--- src/hdl/mks_pkg.sv ---
// Package for the multi-key stream substitution block.
// Holds beat structs, function codes and size constants; no dependencies.
`default_nettype none
package mks_pkg;
  localparam int NumEntries  = 8;
  localparam int MaxKeyLen   = 8;
  localparam int MaxValueLen = 8;

  typedef enum logic [1:0] {
    FUNC_LOAD_KEY = 2'd0,
    FUNC_LOAD_VAL = 2'd1,
    FUNC_TEXT     = 2'd2,
    FUNC_END      = 2'd3
  } func_t;

  typedef struct packed {
    logic [1:0] func;
    logic [2:0] entry;
    logic [2:0] position;
    logic [7:0] data_byte;
    logic       final_byte;
  } in_beat_t;

  typedef struct packed {
    logic [7:0] out_byte;
    logic       byte_valid;
    logic       last;
  } out_beat_t;
endpackage
`default_nettype wire

--- src/hdl/multi_key_stream_substitution.sv ---
// Streaming multi-key find and replace. Key and value strings are loaded one
// byte per beat; text beats fill a lookahead window as long as the maximum
// key length. Once the window is full, a row of compare cells (one per window
// byte) decides combinationally which entry matches at the front, the lowest
// entry winning. Each emitted byte (a value byte of the winning key, or the
// front byte itself) is first read from the value store and then loaded into
// the output register. After a text beat that fills the window the input is
// held off until that emission is done, after an end-of-text beat until the
// whole flush is done; every other beat is accepted without holding it, and
// output stalls lengthen either hold. During a flush the newest byte is held
// back one step so the last flag can ride on it.
// Depends on mks_pkg and mks_cell.
`default_nettype none
module multi_key_stream_substitution #(
  parameter int NUM_ENTRIES   = mks_pkg::NumEntries,
  parameter int MAX_KEY_LEN   = mks_pkg::MaxKeyLen,
  parameter int MAX_VALUE_LEN = mks_pkg::MaxValueLen
) (
  input  wire logic               clk,
  input  wire logic               rst_n,
  input  wire logic               in_valid,
  output logic                    in_ready,
  input  wire mks_pkg::in_beat_t  in_data,
  output logic                    out_valid,
  input  wire logic               out_ready,
  output mks_pkg::out_beat_t      out_data,
  input  wire logic               cfg_we,
  input  wire logic [3:0]         cfg_wdata
);
  localparam int EW = $clog2(NUM_ENTRIES) > 0 ? $clog2(NUM_ENTRIES) : 1;
  localparam int KW = $clog2(MAX_KEY_LEN + 1);
  localparam int VW = $clog2(MAX_VALUE_LEN + 1);
  localparam int KI = $clog2(MAX_KEY_LEN) > 0 ? $clog2(MAX_KEY_LEN) : 1;
  localparam int VI = $clog2(MAX_VALUE_LEN) > 0 ? $clog2(MAX_VALUE_LEN) : 1;
  localparam int AW = $clog2(NUM_ENTRIES * MAX_VALUE_LEN) > 0 ?
                      $clog2(NUM_ENTRIES * MAX_VALUE_LEN) : 1;

  typedef enum logic [3:0] {
    ST_IDLE  = 4'b0001,
    ST_CHECK = 4'b0010,
    ST_EMIT  = 4'b0100,
    ST_DONE  = 4'b1000
  } state_t;

  state_t state_r, state_nxt;
  logic [3:0]  active_r;
  logic [KW-1:0] klen_r [NUM_ENTRIES];
  logic [VW-1:0] vlen_r [NUM_ENTRIES];
  logic [7:0]  val_mem [NUM_ENTRIES*MAX_VALUE_LEN];
  logic [7:0]  win_r [MAX_KEY_LEN];
  logic [KW-1:0] fill_r;
  logic        flush_r, from_val_r;
  logic [EW-1:0] hit_r;
  logic [VW-1:0] vcnt_r;
  logic [KW-1:0] drop_r;
  logic [7:0]  vrd_r;
  mks_pkg::out_beat_t ob_r;
  logic        ob_v_r;
  logic [7:0]  pend_r;
  logic        pend_v_r;

  // Entry and position decode for load beats.
  logic ent_ok, kpos_ok, vpos_ok, acc;
  assign acc    = in_valid & in_ready;
  assign ent_ok  = 32'(in_data.entry) < NUM_ENTRIES;
  assign kpos_ok = 32'(in_data.position) < MAX_KEY_LEN;
  assign vpos_ok = 32'(in_data.position) < MAX_VALUE_LEN;

  // Entries searched this pass.
  logic [NUM_ENTRIES-1:0] in_use;
  always_comb begin
    for (int e = 0; e < NUM_ENTRIES; e++) begin
      in_use[e] = (32'(active_r) > e) && (klen_r[e] != '0) && (klen_r[e] <= fill_r);
    end
  end

  // The chain of compare cells.
  logic [NUM_ENTRIES-1:0] chain [MAX_KEY_LEN+1];
  assign chain[0] = in_use;
  for (genvar c = 0; c < MAX_KEY_LEN; c++) begin : g_cell
    logic [NUM_ENTRIES-1:0] cov;
    always_comb begin
      for (int e = 0; e < NUM_ENTRIES; e++) cov[e] = 32'(klen_r[e]) > c;
    end
    mks_cell #(.NUM_ENTRIES(NUM_ENTRIES)) u_cell (
      .clk      (clk),
      .key_we   (acc && in_data.func == mks_pkg::FUNC_LOAD_KEY && ent_ok && kpos_ok
                 && 32'(in_data.position) == c),
      .key_entry(EW'(in_data.entry)),
      .key_byte (in_data.data_byte),
      .win_byte (win_r[c]),
      .key_cov  (cov),
      .match_in (chain[c]),
      .match_out(chain[c+1])
    );
  end

  // Lowest matching entry.
  logic          any_hit;
  logic [EW-1:0] hit_idx;
  always_comb begin
    any_hit = 1'b0;
    hit_idx = '0;
    for (int e = NUM_ENTRIES - 1; e >= 0; e--) begin
      if (chain[MAX_KEY_LEN][e]) begin
        any_hit = 1'b1;
        hit_idx = EW'(e);
      end
    end
  end

  logic out_free;
  assign out_free = ~ob_v_r | out_ready;
  assign in_ready = (state_r == ST_IDLE);

  // Value addresses for the load write and the byte being emitted.
  logic [VI-1:0] vaddr_pos;
  logic [AW-1:0] vwr_addr, vrd_addr;
  assign vaddr_pos = VI'(vcnt_r);
  assign vwr_addr  = AW'(32'(in_data.entry) * MAX_VALUE_LEN + 32'(in_data.position));
  assign vrd_addr  = AW'(32'(hit_r) * MAX_VALUE_LEN + 32'(vaddr_pos));

  always_ff @(posedge clk) begin
    if (acc && in_data.func == mks_pkg::FUNC_LOAD_VAL && ent_ok && vpos_ok) begin
      val_mem[vwr_addr] <= in_data.data_byte;
    end
    vrd_r <= val_mem[vrd_addr];
  end

  // Sequencer: check the front, then emit its bytes one at a time.
  logic vread_ok_r;
  logic emit_now, emit_last_byte;
  always_comb begin
    state_nxt = state_r;
    emit_now = 1'b0;
    emit_last_byte = 1'b0;
    case (state_r)
      ST_IDLE: begin
        if (acc && in_data.func == mks_pkg::FUNC_TEXT) begin
          state_nxt = (32'(fill_r) + 1 >= MAX_KEY_LEN) ? ST_CHECK : ST_IDLE;
        end else if (acc && in_data.func == mks_pkg::FUNC_END) begin
          state_nxt = (fill_r != '0) ? ST_CHECK : ST_DONE;
        end
      end
      ST_CHECK: state_nxt = ST_EMIT;
      ST_EMIT: begin
        if (out_free && !vread_ok_r) begin
          if (from_val_r) begin
            emit_now = vcnt_r < vlen_r[hit_r];
            emit_last_byte = (vcnt_r + 1'b1 >= vlen_r[hit_r]);
          end else begin
            emit_now = 1'b1;
            emit_last_byte = 1'b1;
          end
          if (emit_last_byte) begin
            if (flush_r && fill_r > drop_r) state_nxt = ST_CHECK;
            else if (flush_r) state_nxt = ST_DONE;
            else state_nxt = ST_IDLE;
          end
        end
      end
      ST_DONE: if (out_free) state_nxt = ST_IDLE;
      default: state_nxt = ST_IDLE;
    endcase
  end

  // Output register load: text bytes go straight out, flush bytes go out one
  // step late, and the end beat carries the held byte or an empty marker.
  logic               emit_step;
  logic [7:0]         emit_byte;
  logic               ob_load;
  mks_pkg::out_beat_t ob_nxt;
  assign emit_step = (state_r == ST_EMIT) && out_free && !vread_ok_r;
  assign emit_byte = from_val_r ? vrd_r : win_r[0];
  always_comb begin
    ob_load = 1'b0;
    ob_nxt  = '0;
    if (emit_step && emit_now && !flush_r) begin
      ob_load = 1'b1;
      ob_nxt  = '{out_byte: emit_byte, byte_valid: 1'b1, last: 1'b0};
    end else if (emit_step && emit_now && pend_v_r) begin
      ob_load = 1'b1;
      ob_nxt  = '{out_byte: pend_r, byte_valid: 1'b1, last: 1'b0};
    end else if (state_r == ST_DONE && out_free) begin
      ob_load = 1'b1;
      ob_nxt  = '{out_byte: pend_v_r ? pend_r : 8'd0, byte_valid: pend_v_r, last: 1'b1};
    end
  end

  always_ff @(posedge clk) begin
    if (!rst_n) begin
      state_r <= ST_IDLE;
      active_r <= 4'd1;
      fill_r <= '0;
      ob_v_r <= 1'b0;
      flush_r <= 1'b0;
      pend_v_r <= 1'b0;
      vread_ok_r <= 1'b0;
      for (int e = 0; e < NUM_ENTRIES; e++) begin
        klen_r[e] <= '0;
        vlen_r[e] <= '0;
      end
    end else begin
      state_r <= state_nxt;
      if (cfg_we) active_r <= cfg_wdata;
      if (ob_load) begin
        ob_v_r <= 1'b1;
        ob_r <= ob_nxt;
      end else if (out_ready) begin
        ob_v_r <= 1'b0;
      end
      vread_ok_r <= (state_r == ST_CHECK) || emit_step;
      if (acc && in_data.final_byte && ent_ok) begin
        if (in_data.func == mks_pkg::FUNC_LOAD_KEY && kpos_ok)
          klen_r[EW'(in_data.entry)] <= KW'(in_data.position) + 1'b1;
        if (in_data.func == mks_pkg::FUNC_LOAD_VAL && vpos_ok)
          vlen_r[EW'(in_data.entry)] <= VW'(in_data.position) + 1'b1;
      end
      if (acc && in_data.func == mks_pkg::FUNC_TEXT) begin
        if (32'(fill_r) < MAX_KEY_LEN) begin
          win_r[fill_r[KI-1:0]] <= in_data.data_byte;
          fill_r <= fill_r + 1'b1;
        end
        flush_r <= 1'b0;
      end
      if (acc && in_data.func == mks_pkg::FUNC_END) begin
        flush_r <= 1'b1;
      end
      // Latch the decision and start the value read.
      if (state_r == ST_CHECK) begin
        hit_r <= hit_idx;
        from_val_r <= any_hit;
        vcnt_r <= '0;
        drop_r <= any_hit ? klen_r[hit_idx] : KW'(1);
      end
      if (emit_step) begin
        // During a flush the newest byte waits for the next one or the end.
        if (emit_now && flush_r) begin
          pend_r <= emit_byte;
          pend_v_r <= 1'b1;
        end
        vcnt_r <= vcnt_r + 1'b1;
        if (emit_last_byte) begin
          for (int i = 0; i < MAX_KEY_LEN; i++) begin
            if (32'(i) + 32'(drop_r) < MAX_KEY_LEN)
              win_r[i] <= win_r[KI'(32'(i) + 32'(drop_r))];
          end
          fill_r <= (fill_r > drop_r) ? fill_r - drop_r : '0;
        end
      end
      if (state_r == ST_DONE && out_free) begin
        pend_v_r <= 1'b0;
      end
    end
  end

  assign out_valid = ob_v_r;
  assign out_data  = ob_r;
endmodule
`default_nettype wire

--- src/hdl/mks_cell.sv ---
// One compare cell of the key chain: holds one key byte per entry, compares
// them with one window byte, and passes the running match flags on to its neighbor.
// Depends on mks_pkg.
`default_nettype none
module mks_cell #(
  parameter int NUM_ENTRIES = mks_pkg::NumEntries
) (
  input  wire logic                   clk,
  input  wire logic                   key_we,
  input  wire logic [(NUM_ENTRIES > 1 ? $clog2(NUM_ENTRIES) : 1)-1:0] key_entry,
  input  wire logic [7:0]             key_byte,
  input  wire logic [7:0]             win_byte,
  input  wire logic [NUM_ENTRIES-1:0] key_cov,
  input  wire logic [NUM_ENTRIES-1:0] match_in,
  output logic      [NUM_ENTRIES-1:0] match_out
);
  logic [7:0] key_r [NUM_ENTRIES];

  // Key byte storage, written by load beats.
  always_ff @(posedge clk) begin
    if (key_we) begin
      key_r[key_entry] <= key_byte;
    end
  end

  // A byte outside an entry's key length always agrees.
  always_comb begin
    for (int e = 0; e < NUM_ENTRIES; e++) begin
      match_out[e] = match_in[e] & (~key_cov[e] | (key_r[e] == win_byte));
    end
  end
endmodule
`default_nettype wire

--- config.mk ---
export PLATFORM = sky130hd
export DESIGN_NAME = multi_key_stream_substitution
export DESIGN_NICKNAME = d
export VERILOG_FILES = /design/src/hdl/mks_pkg.sv /design/src/hdl/multi_key_stream_substitution.sv /design/src/hdl/mks_cell.sv
export SDC_FILE = /design/constraint.sdc
export NUM_CORES = 2
export LEC_CHECK = 0
export BUFFER_PORTS_ARGS = -buffer_cell sky130_fd_sc_hd__clkbuf_2
export CAP_MARGIN = 5
export CORE_ASPECT_RATIO = 2
export CORE_MARGIN = 2
export CORE_UTILIZATION = 29
export CTS_BUF_LIST = sky130_fd_sc_hd__clkbuf_8
export CTS_CLUSTER_DIAMETER = 80
export DETAILED_ROUTE_END_ITERATION = 6
export PLACE_DENSITY = 0.41
export RECOVER_POWER = 100
export SKIP_LAST_GASP = 1
export SYNTH_ARGS = -nofsm -noshare
export SYNTH_HDL_FRONTEND = slang
export SYNTH_HIERARCHICAL = 1
export SYNTH_SLANG_ARGS = --single-unit
--- constraint.sdc ---
create_clock -name clk -period 4.65 [get_ports clk]
set_input_delay 0.2325 -clock clk [delete_from_list [all_inputs] [get_ports clk]]
set_output_delay 0.2325 -clock clk [all_outputs]
set_load 0.03 [all_outputs]
After elaboration in Yosys (flattened, before gate mapping)

Memory sizes are Yosys's and may differ from the RTL's. A register that Yosys moved wholly into a read port is not among the register bits.
Cells that the tools add are included.

Register bits after elaboration: 42
Memory bits (writable): 1152
Input bits: 26
Output and inout bits: 12
Word-level logic and storage cells: 612
Memories kept: 12

$add $sub $neg: 14
Order comparisons: 93
Equal/unequal tests: 82
Muxes and demuxes: 134
Bitwise operators: 196
Reduce and logical (&&, ||, !) cells: 67

Memories:

| name                   | words | bits a word | rd ports | clocked after Yosys merged registers in | wr ports | line                                | text |
|---|---|---|---|---|---|---|---|
| val_mem                | 64    | 8           | 1        | 1                                       | 1        | multi_key_stream_substitution.sv:49 | `logic [7:0] val_mem [NUM_ENTRIES*MAX_VALUE_LEN];` |
| g_cell[0].u_cell.key_r | 8     | 8           | 8        | 0                                       | 1        | mks_cell.sv:17                      | `logic [7:0] key_r [NUM_ENTRIES];` |
| g_cell[1].u_cell.key_r | 8     | 8           | 8        | 0                                       | 1        | mks_cell.sv:17                      |  |
| g_cell[2].u_cell.key_r | 8     | 8           | 8        | 0                                       | 1        | mks_cell.sv:17                      |  |
| g_cell[3].u_cell.key_r | 8     | 8           | 8        | 0                                       | 1        | mks_cell.sv:17                      |  |
| g_cell[4].u_cell.key_r | 8     | 8           | 8        | 0                                       | 1        | mks_cell.sv:17                      |  |
| +6 memories            | -     | -           | -        | -                                       | -        | -                                   |  |

Operator list:

| cell                | count |
|---|---|
| $eq 8x8->1          | 64 |
| $lt 32x4->1 const B | 7 |
| $gt 4x3->1 const B  | 36 |
| $mux 1              | 97 |
| $gt 4x1->1 const B  | 18 |
| $gt 4x2->1 const B  | 18 |
| $mux 4              | 17 |
| $not 1->1           | 66 |
| $and 1x1->1         | 65 |
| $or 1x1->1          | 65 |
| $logic_and 1x1->1   | 38 |
| $mux 3              | 12 |
| $reduce_bool 4->1   | 9 |
| $le 4x4->1          | 8 |
| $mux 10             | 3 |
| $mux 8              | 3 |
| $add 3x4->5 const A | 4 |
| $pmux 4 s4          | 1 |
| $add 6x3->6         | 2 |
| $eq 3x3->1 const B  | 4 |
| $add 2x4->5 const A | 2 |
| $add 4x1->4 const B | 2 |
| $lt 4x4->1 const B  | 2 |
| $reduce_and 2->1    | 4 |
| other kinds (29)    | 39 |

Depth between registers and ports, before layout

An unclocked memory read counts as a cell.

Depth after elaboration: 21
Mapped depth: 23
Gate-level depth less buffers: 22

Modules after synthesis

The synthesis kept the hierarchy.

By module, submodules not included:

| module                        | instances | cells an instance | area each (um^2) | seq. area each (um^2) |
|---|---|---|---|---|
| multi_key_stream_substitution | 1         | 1960              | 32063.3          | 20659.8 |
| mks_cell                      | 8         | 181               | 2821.5           | 1921.8 |

Worst setup path after synthesis

No wires, ideal clock.

Kind: register to register
Start point: register fill_r[2]
End point: register drop_r[1] (read register of klen_r), data pin
Library setup time: 0.285 ns
Arrival: 3.820 ns
Required time: 4.365 ns
Setup slack: 0.545 ns
Stages on the path, launching flop included: 24
Period minus slack after synthesis: 4.105 ns
Path through: dfxtp_1 > clkbuf_1 > inv_1 > ha_1 > o21ai_0 > nand2b_1 > a21oi_1 > a41oi_1 > nor2_1 > and2_1 > and2_1 > and2_1 > and2_1 > and2_1 > and2_1 > and2_1 > and2_1 > nor2b_1 > o21ai_0 > a21oi_1 > clkbuf_1 > mux2_2 > a222oi_1 > o31ai_1

RTL lines:

| what                   | line                                 | text |
|---|---|---|
| start, declared        | multi_key_stream_substitution.sv:51  | `logic [KW-1:0] fill_r;` |
| start signal, assigned | multi_key_stream_substitution.sv:222 | `fill_r <= fill_r + 1'b1;` |
| start signal, assigned | multi_key_stream_substitution.sv:248 | `fill_r <= (fill_r > drop_r) ? fill_r - drop_r : '0;` |
| end, declared          | multi_key_stream_substitution.sv:55  | `logic [KW-1:0] drop_r;` |

==> results.txt <==
For this run, the slowest stage of the critical path takes 0.60 ns. The logs give 120 for the pin count of the biggest net entering global routing and 0 for the residual antenna-violating net count after detailed routing. The width of the die works out to 311 microns.

For this design the top-level I/O count stands at 38. Fraction of synthesis flops using an asynchronous set or reset pin: 0. The logs give 2 for the number of remaining DRC errors and 0.0546 sq mm for the area of the mapped netlist. Part of the power in registers: 0.548. The number of antenna violations at the first check in global routing was 22. The most frequently used flop master after synthesis is edfxtp_1.

The tools report the clock root buffer master as clkbuf_8. The tools report the endpoint of the worst-slack reg-to-reg timing path as win_r[1][0]. Clock-pin slew was measured on the worst setup and hold paths at 0.07 ns. The run gives 0.290 ns as the setup slack after placement. Setup repair after global routing left no endpoint under its margin. The data required time at the worst endpoint is 5.24 ns. The clock passes through at most 4 buffers.

The worst path meets setup with 0.204 ns of slack. The clock period could shrink to 4.45 ns. The path depth of the worst reg2reg path was 12. The combinational share of power is 0.057. Endpoint class of the critical path: a flip-flop. The run gives 192 as the TritonCTS buffer count.

The number of enable-type register cells in the synthesized netlist is 1182, and the number of global-route vias before repair is 32.9k. The checks that failed: design-rule violations, max-capacitance violations, max-slew violations. The die covers 0.192 sq mm. The internal portion of total power is 16.8 mW. For hold timing, the worst endpoint is val_mem[63][7]. The setup-violating endpoint count in the final report is 0, and the slew at the pin closest to its max-slew limit is 3.88 ns.

The die is 618 microns tall. The critical-path maximum fanout works out to 9. The run gives 0.660 as the share of synthesized area occupied by flip-flops and latches. The placement row count is 225. For the worst-skew pair, the clock arrives at the later sink with an insertion delay of 0.95 ns.

The routed layout has 31.1k vias. The startpoint of the most critical hold path was in_data[10]. The part of the cycle the worst path needs was 0.956.

Number of optimization iterations in the first detailed-route pass: 7. The run finished, with violations left. The fraction of power spent switching nets was 0.245; the number of distinct library cells after synthesis was 66. Counting every sink on the clock net gives 1209. Buffers added to address setup during post-CTS repair amount to 0. The tools report the leakage power total as 19.5 nW.

Walking the worst path, the cells encountered are clkbuf_1, mux4_2, mux2i_1, ha_1, a21bo_2, a21oi_1, o211a_1, o21a_1, clkbuf_1, nand2_1, o21ai_0, clkbuf_2. The final total negative setup slack came out at 0 ns. The cell type with the highest occurrence count on the critical path is clkbuf_1. The overall overflow remaining after global route came out at 0.

The total power divided by cell area was 357 mW/mm^2. The final layout contains 3853 nets. The cell class contributing the biggest share of worst-path delay was compound AO/OA/AOI/OAI gates. The number of cells traversed by the worst hold path works out to 3. The routed wirelength normalized by instance count is 29.8 microns. The logs give 951 for the number of max-slew violations in the final report and 0.395 for the clock network fraction of total power. For the slack of the worst reg-to-reg path, the log shows 0.20 ns. Ratio of cells with drive above 1 in the final layout: 0.188. The tools report the initial core utilization as 0.291. The tool flagged a number of max-cap violations equal to 17. In this run the power spent charging and discharging nets is 5.43 mW. For this run, the number of Yosys warnings is 6. The worst setup path is of the reg2reg kind. The post-layout instance count excluding filler cells came out at 6436. The data arrival at the endpoint of the critical path was 5.03 ns. The final hold violation count is 0, and the mean cell area of the mapped netlist is 16.0 sq um.

The post-synthesis cell count was 3408; the number of buffers and inverters on the critical path was 3. For this block, the initial DRC count from the detailed router was 2071. Overall track demand over capacity in global routing: 0.198. The type of element launching the critical path is a flip-flop. The peak supply drop came out at 180 uV. The slowest cell on the critical path is dfxtp_1. Once detailed placement completed, the half-perimeter wirelength came to 139 mm. TritonCTS built the clock tree. Once placement completed, the tool counted placed cells totaling 6037.

Counting flops and latches in the post-synthesis netlist gives 1209. Based on the critical path, the design can be clocked at up to 225 MHz. Counting every net in the synthesized netlist gives 3496. The logs give 264 mm for the first-pass GRT wire length and 0.187 sq mm for the area of the placeable core.

The logs give -1.59 for the relative slew slack and 0.934 for the placer's final routability congestion estimate. Wires add up to 192 mm. Buffers placed on the I/O ports in this run total 37.

The via count normalized by instance count works out to 4.84. The area growth from synthesis to layout is 13.9%. The clock skew after layout was 0.0716 ns.

The path class of the lowest-slack min-delay path was in2reg. The H-tree generated during clock tree synthesis spans 4 levels.
==> how the worst max path moves through the flow <==
stage               slack (ns)  cells past startpoint     endpoint      start
detailed placement        0.29                     24    drop_r[3]  fill_r[1]
CTS                       0.27                     24    drop_r[1]  fill_r[1]
global placement          0.24                     24    drop_r[3]  fill_r[1]
finish                    0.20                     12  win_r[1][0]  flip-flop
global route             0.006                     21    drop_r[3]  fill_r[1]
floorplan                 0.55                     23    drop_r[1]  fill_r[2]
==> sequential cells by signal (all words and copies together) (netlist names), 3 cells and up, named ones only <==
signal / count
vrd_r: 8
active_r: 4
state_r: 4
hit_r: 3
fill_r: 4
klen_r: 32
vcnt_r: 4
out_data: 10
pend_r: 8
val_mem: 512
drop_r: 4
g_cell.u_cell/key_r: 512
vlen_r: 32
win_r: 64
==> worst min-delay path, delay by kind of cell <==
kind                   cells  cell delay, ns
AND/OR/NAND/NOR            2            0.46
buffers and inverters      1            0.17
==> cell usage after synthesis (all sizes together), types with 24 or more instances <==
master,n,area share
nand2b,47,0.0054
xnor2,517,0.083
mux2,85,0.018
a21oi,39,0.0036
and2,76,0.0087
a21o,28,0.0038
nand3,29,0.0027
dfxtp,27,0.0099
mux4,204,0.084
nor2b,25,0.0029
ha,61,0.014
mux2i,64,0.012
clkbuf,64,0.0044
edfxtp,1182,0.65
inv,36,0.0025
nand2,128,0.0089
o21ai,127,0.012
nand4,136,0.016
nor2,228,0.016
buf,113,0.018
nor3,24,0.0023
==> metal layers <==
metal,share of wire,track usage,vias up
met1,0.31,0.178,16200
met5,0.00035,0,-
met4,0.078,0.134,10
met2,0.58,0.402,799
met3,0.030,0.0238,398
li1,-,-,13800
==> power groups by stage <==
| stage | combinational, mW | sequential [mW] | clock [mW] |
|---|---|---|---|
| floorplan | 0.594 | 12.3 | 0 |
| detailed placement | 1.31 | 12.4 | 0 |
| global placement | 1.31 | 12.4 | 0 |
| global route | 1.37 | 12.2 | 9.44 |
| CTS | 1.35 | 12.1 | 9.10 |
| finish | 1.27 | 12.2 | 8.76 |
==> what timing repair did <==
item,4_1_cts,5_1_grt
hold buffers,31,0
hold endpoints to repair,537,0
resized for setup,0,1
endpoints found under the setup margin,0,1
==> placed cells by master, fill, tap and decap left out, drive strengths merged, types with 75 or more instances in the layout <==
cell,netlist,layout
and2,76,76
buf,113,163
clkbuf,64,342
clkinv,1,75
edfxtp,1182,1182
inv,36,89
mux2,85,85
mux4,204,204
nand2,128,128
nand4,136,136
nor2,228,228
o21ai,127,127
xnor2,517,517
==> layout make-up <==
cell class | instances | area [sq um]
inverters | 37 | 139
repair buffers | 340 | 2200
clock buffers | 197 | 2710
flip-flops and latches | 1209 | 36000
well taps | 2497 | 3120
clock inverters | 137 | 762
fillers | 18500 | 125000
multi-input cells | 1985 | 17200
diodes | 34 | 85.1
==> metrics by stage <==
step                      hold slack [ns]   util  power (mW)  cell area (sq um)
after floorplan                     0.331      -        12.9              54600
after global placement              0.479  0.314        13.7              59000
after detailed placement            0.484  0.314        13.7              59000
after CTS                          0.0320  0.335        22.6              62700
after global routing                0.101  0.332        23.0              62200
final                               0.121  0.332        22.2              62200
==> cell families (layout without fill, tap and decap cells) <==
logic type                 Yosys count  after routing  share of synthesized area
AOI/OAI and AO/OA                  292            292                     0.0331
xor gates and xnor gates           520            520                     0.0834
adders and majority gates           62             62                     0.0143
buffers and inverters              214            711                     0.0250
DFF                               1209           1209                      0.660
muxes                              353            353                      0.113
other                                0             34                          0
and+or+nand+nor                    758            758                     0.0713
(Power assumes the default switching activity.)
